===== src/http_chunked_decoder_macros.svh =====
// Assertion helpers for the chunked decoder
`ifndef HTTP_CHUNKED_DECODER_MACROS_SVH
`define HTTP_CHUNKED_DECODER_MACROS_SVH

// Same-cycle implication, off during reset
`define HCD_ASSERT_NOW(label, clk, rst, ante, cons, msg) \
  label: assert property (@(posedge clk) disable iff (rst) (ante) |-> (cons)) \
    else $error(msg);

// Next-cycle implication, off during reset
`define HCD_ASSERT_NEXT(label, clk, rst, ante, cons, msg) \
  label: assert property (@(posedge clk) disable iff (rst) (ante) |=> (cons)) \
    else $error(msg);

`endif


===== src/hcd_pkg.sv =====
package hcd_pkg;

  localparam int SIZE_BITS_DEF = 24;

  localparam logic [7:0] BYTE_CR = 8'h0D;
  localparam logic [7:0] BYTE_LF = 8'h0A;

  typedef enum logic [5:0] {
    PH_SIZE    = 6'b000001,
    PH_SIZE_LF = 6'b000010,
    PH_DATA    = 6'b000100,
    PH_DATA_CR = 6'b001000,
    PH_DATA_LF = 6'b010000,
    PH_DONE    = 6'b100000
  } phase_t;

  typedef struct packed {
    logic       data_valid;
    logic [7:0] data_byte;
    logic       done_res;
    logic       error;
  } hcd_res_t;

  typedef struct packed {
    logic       ok;
    logic [3:0] val;
  } hex_t;

  // Decode one ASCII hex digit, either case
  function automatic hex_t hex_decode(logic [7:0] c);
    hex_t h;
    h.ok  = 1'b1;
    h.val = 4'd0;
    if (c >= 8'h30 && c <= 8'h39) begin
      h.val = c[3:0];
    end else if (c >= 8'h41 && c <= 8'h46) begin
      h.val = 4'(c - 8'h37);
    end else if (c >= 8'h61 && c <= 8'h66) begin
      h.val = 4'(c - 8'h57);
    end else begin
      h.ok = 1'b0;
    end
    return h;
  endfunction

endpackage


===== src/hcd_parser.sv =====
module hcd_parser #(
  parameter int SIZE_BITS = hcd_pkg::SIZE_BITS_DEF
) (
  input  logic              clk,
  input  logic              rst,
  input  logic              en,
  input  logic [7:0]        in_byte,
  output hcd_pkg::hcd_res_t res
);
  import hcd_pkg::*;

  phase_t               phase, phase_next;
  logic [SIZE_BITS-1:0] size_accum, size_accum_next;
  logic [SIZE_BITS-1:0] bytes_left, bytes_left_next;
  logic                 final_chunk, final_chunk_next;
  logic                 error_flag, error_flag_next;
  hex_t                 hex;

  assign hex = hex_decode(in_byte);

  always_comb begin
    phase_next       = phase;
    size_accum_next  = size_accum;
    bytes_left_next  = bytes_left;
    final_chunk_next = final_chunk;
    error_flag_next  = error_flag;
    res              = '0;
    if (!error_flag) begin
      case (phase)
        PH_SIZE: begin
          if (in_byte == BYTE_CR) begin
            phase_next = PH_SIZE_LF;
          end else if (!hex.ok || size_accum[SIZE_BITS-1 -: 4] != 4'd0) begin
            error_flag_next = 1'b1;
          end else begin
            size_accum_next = {size_accum[SIZE_BITS-5:0], hex.val};
          end
        end
        PH_SIZE_LF: begin
          if (in_byte != BYTE_LF) begin
            error_flag_next = 1'b1;
          end else if (size_accum == '0) begin
            final_chunk_next = 1'b1;
            phase_next       = PH_DATA_CR;
          end else begin
            bytes_left_next = size_accum;
            phase_next      = PH_DATA;
          end
        end
        PH_DATA: begin
          res.data_valid  = 1'b1;
          res.data_byte   = in_byte;
          bytes_left_next = bytes_left - 1'b1;
          if (bytes_left_next == '0) phase_next = PH_DATA_CR;
        end
        PH_DATA_CR: begin
          if (in_byte == BYTE_CR) phase_next = PH_DATA_LF;
          else error_flag_next = 1'b1;
        end
        PH_DATA_LF: begin
          if (in_byte != BYTE_LF) begin
            error_flag_next = 1'b1;
          end else if (final_chunk) begin
            res.done_res = 1'b1;
            phase_next   = PH_DONE;
          end else begin
            size_accum_next = '0;
            phase_next      = PH_SIZE;
          end
        end
        default: begin
          // anything after done, or a corrupt phase
          error_flag_next = 1'b1;
        end
      endcase
    end
    res.error = error_flag_next;
  end

  always_ff @(posedge clk) begin
    if (rst) begin
      phase       <= PH_SIZE;
      size_accum  <= '0;
      bytes_left  <= '0;
      final_chunk <= 1'b0;
      error_flag  <= 1'b0;
    end else if (en) begin
      phase       <= phase_next;
      size_accum  <= size_accum_next;
      bytes_left  <= bytes_left_next;
      final_chunk <= final_chunk_next;
      error_flag  <= error_flag_next;
    end
  end

endmodule


===== src/http_chunked_decoder.sv =====
// Path: an accepted input beat passes the input register and then the result register on its way to its result beat.
// Throughput: one byte per cycle while the output is not stalled; the parser's next state and result
// are computed combinationally between the input register and the result register.
// Reset: synchronous, active high; parser returns to the size digits phase with
// size, count, final and error flags cleared; both pipeline registers emptied.
`include "http_chunked_decoder_macros.svh"

module http_chunked_decoder #(
  parameter int SIZE_BITS = hcd_pkg::SIZE_BITS_DEF
) (
  input  logic       clk,
  input  logic       rst,
  input  logic       in_valid,
  output logic       in_stall,
  input  logic [7:0] in_byte,
  output logic       out_valid,
  input  logic       out_stall,
  output logic       data_valid,
  output logic [7:0] data_byte,
  output logic       done_res,
  output logic       error
);
  import hcd_pkg::*;

  logic       s1_valid;
  logic [7:0] s1_byte;
  logic       out_ready;
  logic       s1_adv;
  hcd_res_t   res;
  hcd_res_t   out_res;

  assign out_ready = !out_valid || !out_stall;
  assign s1_adv    = s1_valid && out_ready;
  assign in_stall  = s1_valid && !out_ready;

  // input register
  always_ff @(posedge clk) begin
    if (rst) begin
      s1_valid <= 1'b0;
    end else if (!in_stall) begin
      s1_valid <= in_valid;
    end
  end

  always_ff @(posedge clk) begin
    if (in_valid && !in_stall) s1_byte <= in_byte;
  end

  hcd_parser #(
    .SIZE_BITS(SIZE_BITS)
  ) u_parser (
    .clk    (clk),
    .rst    (rst),
    .en     (s1_adv),
    .in_byte(s1_byte),
    .res    (res)
  );

  // result register: hold while stalled
  always_ff @(posedge clk) begin
    if (rst) begin
      out_valid <= 1'b0;
    end else if (out_ready) begin
      out_valid <= s1_valid;
    end
  end

  always_ff @(posedge clk) begin
    if (s1_adv) out_res <= res;
  end

  assign data_valid = out_res.data_valid;
  assign data_byte  = out_res.data_byte;
  assign done_res   = out_res.done_res;
  assign error      = out_res.error;

  `HCD_ASSERT_NEXT(a_err_sticky, clk, rst, out_valid && error, !out_valid || error, "error flag dropped")
  `HCD_ASSERT_NOW(a_err_quiet, clk, rst, out_valid && error, !data_valid && !done_res, "beat after error carries data or done")
  `HCD_ASSERT_NOW(a_done_no_data, clk, rst, out_valid && data_valid, !done_res, "payload beat flagged done")
  `HCD_ASSERT_NOW(a_stall_full, clk, rst, in_stall, s1_valid, "input stalled with empty input register")

endmodule


===== config.mk =====
export PLATFORM = sky130hd
export DESIGN_NAME = http_chunked_decoder
export DESIGN_NICKNAME = d
export VERILOG_FILES = /design/src/hcd_pkg.sv /design/src/hcd_parser.sv /design/src/http_chunked_decoder.sv
export VERILOG_INCLUDE_DIRS = /design/src /design/src/src
export SDC_FILE = /design/constraint.sdc
export NUM_CORES = 1
export LEC_CHECK = 0
export BUFFER_PORTS_ARGS = -buffer_cell sky130_fd_sc_hd__clkbuf_2
export CORE_UTILIZATION = 40
export CTS_CLUSTER_SIZE = 25
export DETAILED_ROUTE_END_ITERATION = 8
export MAX_ROUTING_LAYER = met4
export PLACE_DENSITY_LB_ADDON = 0.25
export SYNTH_ARGS = -nofsm -noshare
export SYNTH_HDL_FRONTEND = slang
export SYNTH_SLANG_ARGS = --single-unit

===== constraint.sdc =====
create_clock -name clk -period 3.1 [get_ports clk]
set_input_delay 0.31 -clock clk [delete_from_list [all_inputs] [get_ports clk]]
set_output_delay 0.31 -clock clk [all_outputs]
set_load 0.005 [all_outputs]

==> results of run 1 <==
## cell usage in the layout (no fill, tap or decap), types with 3 or more instances in the layout
master / instances
dfxtp_1: 58
o31ai_1: 8
a211oi_1: 7
a21oi_1: 33
nor2b_1: 7
ha_1: 6
nand2_1: 37
nor2_1: 48
mux2i_1: 8
o21ai_0: 27
buf_4: 12
nand4_1: 6
a22oi_1: 12
and2_1: 6
inv_6: 4
clkbuf_2: 24
nand2b_1: 25
nand3_1: 26
edfxtp_1: 19
xnor2_1: 5
o32ai_1: 4
nand3b_1: 3
a31oi_1: 5
inv_1: 12
nand4b_1: 3
or4_1: 5
clkbuf_8: 9
nor3_1: 14
or3_1: 5
or4_4: 3
nor4_1: 17
or2_2: 5
nor4b_1: 4
## layout make-up
class                      instances  area, um^2
clock buffer                      10       127.6
clock inverter                     6       51.30
fill                             988        5350
inverter                          12       45.04
multi-input combinational        365        2207
sequential                        77        1732
tap                              133       166.4
timing repair buffer              37       230.2
## sequential cells by signal, indices dropped and copies added, names as in the netlist, 6 cells and up
signal,count
data_byte,8
s1_byte,8
u_parser.bytes_left,24
u_parser.phase,6
u_parser.size_accum,24
## per-stage QoR
stage          util [%]  hold slack, ns  power, mW
3_5_place_dp      44.10          0.4827      1.145
4_1_cts           45.91         0.09128      1.868
6_report          46.01          0.1115      1.847
2_1_floorplan         -          0.4089      1.117
5_1_grt           46.01         0.08489      1.918
3_3_place_gp      44.10          0.4598      1.144
## metal layers
layer | track usage [%] | share of wire, % | vias up
li1 | - | - | 1818
met1 | 27.24 | 50 | 1670
met2 | 27.66 | 45 | 75
met3 | 4.279 | 4.0 | 7
met4 | 6.936 | 1.1 | 0
met5 | - | 0 | -
## how the worst max path moves through the flow
stage | slack, ns | cells after the start | end | startpoint
finish | 0.20 | 8 | u_parser.phase[2] | u_parser.bytes_left[0]
global route | 0.04 | 8 | u_parser.phase[2] | u_parser.bytes_left[0]
CTS | 0.09 | 9 | u_parser.phase[2] | u_parser.bytes_left[1]
detailed placement | 0.11 | 9 | u_parser.phase[2] | u_parser.bytes_left[1]
global placement | 0.23 | 9 | u_parser.phase[2] | u_parser.bytes_left[1]
floorplan | 0.31 | 10 | u_parser.phase[2] | u_parser.bytes_left[0]
## logic make-up (layout without fill, tap and decap cells)
group	after synthesis	count (layout)	share of synthesized area, %
xor+xnor	6	6	1.273
buf+inv	50	65	4.970
fa+ha+maj	6	6	1.818
flops	77	77	41.94
simple gates	224	224	28.85
compound gates	119	119	18.67
mux	10	10	2.485
## what timing repair did
| item | CTS | global route |
|---|---|---|
| endpoints found under the setup margin | 0 | 3 |
| resized for setup | 0 | 3 |
| buffers inserted | 0 | 0 |
## power by group through the flow
| stage | sequential (mW) | combinational [mW] | clock (mW) |
|---|---|---|---|
| 5_1_grt | 1.06 | 0.0746 | 0.787 |
| 2_1_floorplan | 1.08 | 0.0417 | 0 |
| 3_3_place_gp | 1.08 | 0.0665 | 0 |
| 3_5_place_dp | 1.08 | 0.0675 | 0 |
| 4_1_cts | 1.05 | 0.0676 | 0.747 |
| 6_report | 1.05 | 0.0668 | 0.726 |
==> results.md, run 1 <==
* Final net count at 520
* Pin count of the biggest net entering global routing at between 40 and 50
* Die width at about 100 um
* Max-Cap Viols at 0
* GPL Wtd Cong at approximately 0.85
* CTS tree: done
* CP dominant cell by count: or4_4
* R2R Setup Slk at 0.20 ns
* CP top delay family: simple AND/OR/NAND/NOR gates
* PD cells at 405.1 nW/um^2
* Clock Tree Buf Depth at 2
* Starting Density at 41.67%
* Avg Cell Area, Syn at around 8.4 um^2
* Internal power at between 1 and 1.5 mW
* Hold path endpoint: s1_byte[0]
* Reg2reg start: u_parser.bytes_left[0]
* Clock Skew at roughly 0.0075 ns
* Core Footprint at ~10000 um^2
* Synth top area cells: dfxtp_1 28%, edfxtp_1 14%, nor2_1 4.5%, a21oi_1 4.0%, nand2b_1 3.8%
* Worst min path class: in2reg
* Die area at 10730 um^2
* Comb pwr share at under 10%
* Mapped Cells at about 490
* Estimated wirelength of the detail-placed design at 6650 um
* Vias in the first global route at ~3300
* Largest fanout on the critical path at 8
* RSZ-0062 raised after global routing: false
* Net Switching at ~470 uW
* First-pass GRT wire length at around 16000 um
* Non-Filler Instances at 640
* GR Overflow Total at 0
* Share of cells above drive strength 1 at between 10% and 20%
* Hold Startpoint: in_byte[0]
* CTS H-tree depth at 3
* Run status: finished, final reports clean
* Syn Nets at 510
* Setup slack after placement at around 0.11 ns
* Chip height at roughly 100 um
* Fin crit period at ~2.9 ns
* Worst setup path class: reg2reg
* Worst rel slew slack at 58.04%
* WP data required at ~3.4 ns
* Sequential share of power at between 50% and 60%
* Worst-Margin Slew at 0.6236 ns
* Routed Antenna Nets at 0
* Row count at 36
* Setup TNS at 0 ns
* Antenna diodes at 0
* Wirelength per Cell at between 15 and 20 um
* Post-route DRC at 0
* Skew-Pair Late Insertion Delay at 0.37 ns
* Via density at between 5 and 6
* IO Port Bufs at 24
* Cells along the critical path: buf_4 -> or4_4 -> or4_4 -> nor3_2 -> xor2_1 -> nor4_1 -> o21ai_1 -> mux2_1
* GRT Util Overall at between 10% and 20%
* CP max stage delay at a little under 0.6 ns
* Most frequent cell after synthesis: dfxtp_1
* Leading area contributor after synthesis: dfxtp_1
* Final setup viols at 0
* Max-slew violation count at 0
* FF+latch count, synth at 77
* WL final at between 9000 and 10000 um
* Fin area at between 4000 and 5000 um^2
* Initial drt markers at between 200 and 250
* Clock Sink Count at 77
* Ys async rst share at 0%
* Most frequent cells after synthesis: 58 x dfxtp_1, 49 x nor2_1, 37 x nand2_1
* Crit path launch type: flip-flop
* Setup crit end kind: flip-flop
* Antenna violations before repair at 0
* Synth unique cells at 57
* Slowest cell on the critical path: or4_4
* Final WS setup at slightly above 0.2 ns
* CTS Hold Bufs at 0
* EDFF count, synth at 19
* FF-to-FF path depth at 8
* Tcrit/Tclk final at between 90 and 100%
* Worst hold stages at 1
* Leakage at between 1.5 and 2 nW
* CP arrival at approximately 3.2 ns
* VDD IR max at 282.7 uV
* Area grow syn2layout at 10.42%
* Via count at ~3600
* DP Area at 4370 um^2
* Post-Place Cells at roughly 620
* Max Fclk at 345.1 MHz
* Ys flop type: dfxtp_1
* Yosys Warn Count at 0
* Num CTS Buffers at 9
* Hold Fails Final Rpt at 0
* Reg-to-Reg End: u_parser.phase[2]
* Net Sw Frac at 25.66%
* Clock Tree Root: clkbuf_8
* Clock power share at between 30% and 40%
* I/O pin count at 25
* Yosys top cell area share at between 20 and 30%
* Register area share after synthesis at a little over two fifths
* DRT Pass-1 Iters at 5
* Clock-pin slew on the worst setup and hold paths at 0.09 ns
* WP buf/inv at 1
* Synthesized cell area at around 4100 um^2
Power figures use the tool's default switching activity.
==> inputs of run 2 (changes only) <==
CTS_BUF_LIST = sky130_fd_sc_hd__clkbuf_4 sky130_fd_sc_hd__clkbuf_8   (was default)
==> results.md, run 2 (synthesized netlist as in run 1, its figures left out) <==
* Run status: finished, final reports clean (unchanged)
* Fin crit period at 2.896 ns (was 2.898 ns)
* Largest registers: u_parser.bytes_left: 24 flops, u_parser.size_accum: 24 flops (unchanged)
* Final setup viols at 0 (unchanged)
* CP max stage delay at 0.58 ns (about the same)
* Met1 global-route usage at 27.36% (was 27.24%)
* CTS tree: done (unchanged)
* Max-Cap Viols at 0 (unchanged)
* Post-route DRC at 0 (unchanged)
* IO Port Bufs at 24 (unchanged)
* Antenna diodes at 0 (unchanged)
* WL final at 9678 um (was 9667 um)
* Fin area at 4563 um^2 (was 4559 um^2)
* WP buf/inv at 1 (unchanged)
* Reg-to-Reg End: u_parser.phase[2] (unchanged)
* Hold Fails Final Rpt at 0 (unchanged)
* Tcrit/Tclk final at 93.42% (was 93.48%)
* Max-slew violation count at 0 (unchanged)
* CP top delay family: simple AND/OR/NAND/NOR gates (unchanged)
* Clock Sink Count at 77 (unchanged)
* Worst rel slew slack at 60.15% (was 58.04%)
* Setup crit end kind: flip-flop (unchanged)
* Die width at 103.6 um (unchanged)
* R2R Setup Slk at 0.20 ns (about the same)
* Num CTS Buffers at 9 (unchanged)
* FF-to-FF path depth at 8 (unchanged)
* DRT Pass-1 Iters at 5 (unchanged)
* Commonest cells after routing, fill and taps aside: 58 x dfxtp_1, 48 x nor2_1, 37 x nand2_1 (unchanged)
* Largest fanout on the critical path at 8 (unchanged)
* Top Usage Layer GRT: met2 (unchanged)
* Core Footprint at 9910 um^2 (unchanged)
* Max Fclk at 345.3 MHz (was 345.1 MHz)
* GR Layer Usage met3 at 4.279% (unchanged)
* First-pass GRT wire length at 16480 um (was 16420 um)
* Wirelength per Cell at 15.12 um (was 15.10 um)
* GR Overflow Total at 0 (unchanged)
* Overall power at 1.854 mW (was 1.847 mW)
* Reg2reg start: u_parser.bytes_left[0] (unchanged)
* Cells along the critical path: buf_4 -> or4_4 -> or4_4 -> nor3_2 -> xor2_1 -> nor4_1 -> o21ai_1 -> mux2_1 (unchanged)
* Die area at 10730 um^2 (unchanged)
* Worst-Margin Slew at 0.5922 ns (was 0.6236 ns)
* Clock-pin slew on the worst setup and hold paths at 0.09 ns (about the same)
* CTS Hold Bufs at 0 (unchanged)
* Slowest cell on the critical path: or4_4 (unchanged)
* Skew-Pair Late Insertion Delay at 0.37 ns (about the same)
* Setup TNS at 0 ns (unchanged)
* GPL Wtd Cong at 0.8515 (unchanged)
* Via density at 5.595 (was 5.578)
* Final net count at 520 (unchanged)
* CP arrival at 3.16 ns (about the same)
* Initial drt markers at 224 (was 208)
* Antenna violations before repair at 0 (unchanged)
* Worst hold stages at 1 (unchanged)
* Estimated wirelength of the detail-placed design at 6650 um (unchanged)
* WP data required at 3.36 ns (about the same)
* RSZ-0062 raised after global routing: false (unchanged)
* Vias in the first global route at 3284 (was 3272)
* GRT Util Overall at 19.62% (was 19.55%)
* I/O pin count at 25 (unchanged)
* Hold Startpoint: in_byte[0] (unchanged)
* Row count at 36 (unchanged)
* Routed Antenna Nets at 0 (unchanged)
* Clock Tree Root: clkbuf_8 (unchanged)
* Hold path endpoint: s1_byte[0] (unchanged)
* Grt met2 use at 27.76% (was 27.66%)
* Chip height at 103.6 um (unchanged)
* Commonest non-fill, non-tap cell in the layout: dfxtp_1 (unchanged)
* Clock Skew at 0.007416 ns (was 0.007517 ns)
* Leakage at 1.611 nW (was 1.608 nW)
* CP dominant cell by count: or4_4 (unchanged)
* Clock Tree Buf Depth at 2 (unchanged)
* Area grow syn2layout at 10.52% (was 10.42%)
* Critical path origin: u_parser.bytes_left[0] (unchanged)
* Worst setup path class: reg2reg (unchanged)
* Share of cells above drive strength 1 at 14.00% (was 13.81%)
* VDD IR max at 282.7 uV (about the same)
* Starting Density at 41.67% (unchanged)
* Pin count of the biggest net entering global routing at 49 (unchanged)
* Worst min path class: in2reg (unchanged)
* Via count at 3581 (was 3570)
* DP Area at 4370 um^2 (unchanged)
* PD cells at 406.2 nW/um^2 (was 405.1 nW/um^2)
* Crit path launch type: flip-flop (unchanged)
* CTS H-tree depth at 3 (unchanged)
run 2: cell counts in the layout (fill, tap and decap cells not counted):
No cell type changed its count.
run 2: metal layers:
metal  vias to the layer above  wire length, um
li1                       1815                -
met1                      1683             4837
met2                        76             4304
met3                         7              429
met4                         0              107
met5                         -                0
run 2: worst max path at each step:
stage,endpoint,slack (ns),cells after the start
after floorplan,u_parser.phase[2],0.31,10
after global placement,u_parser.phase[2],0.23,9
after detailed placement,u_parser.phase[2],0.11,9
after CTS,u_parser.phase[2],0.09,9
after global routing,u_parser.phase[2],0.04,8
final,u_parser.phase[2],0.20,8
run 2: per-stage QoR:
stage	hold WS (ns)	cells	util, %	setup WS [ns]
final	0.1126	640	46.05	0.2041
after detailed placement	0.4827	624	44.10	0.1092
after floorplan	0.4089	492	-	0.3050
after global placement	0.4598	624	44.10	0.2331
after global routing	0.08489	640	46.05	0.04489
after CTS	0.09168	640	45.95	0.09318
run 2: layout make-up:
cell class | instances | area [um^2]
fill | 991 | 5346
multi-input combinational | 365 | 2207
sequential | 77 | 1732
timing repair buffer | 37 | 230.2
tap | 133 | 166.4
clock buffer | 10 | 131.4
clock inverter | 6 | 51.30
inverter | 12 | 45.04
run 2: timing repair:
action	in CTS	in global routing
setup buffers	0	0
setup endpoints to repair	0	3
resized for setup	0	3
run 2: power by group:
group          internal, mW  switching, mW  total (mW)
clock                 0.313          0.421       0.733
combinational        0.0276         0.0390      0.0666
sequential             1.04         0.0123        1.05
total                  1.38          0.472        1.85
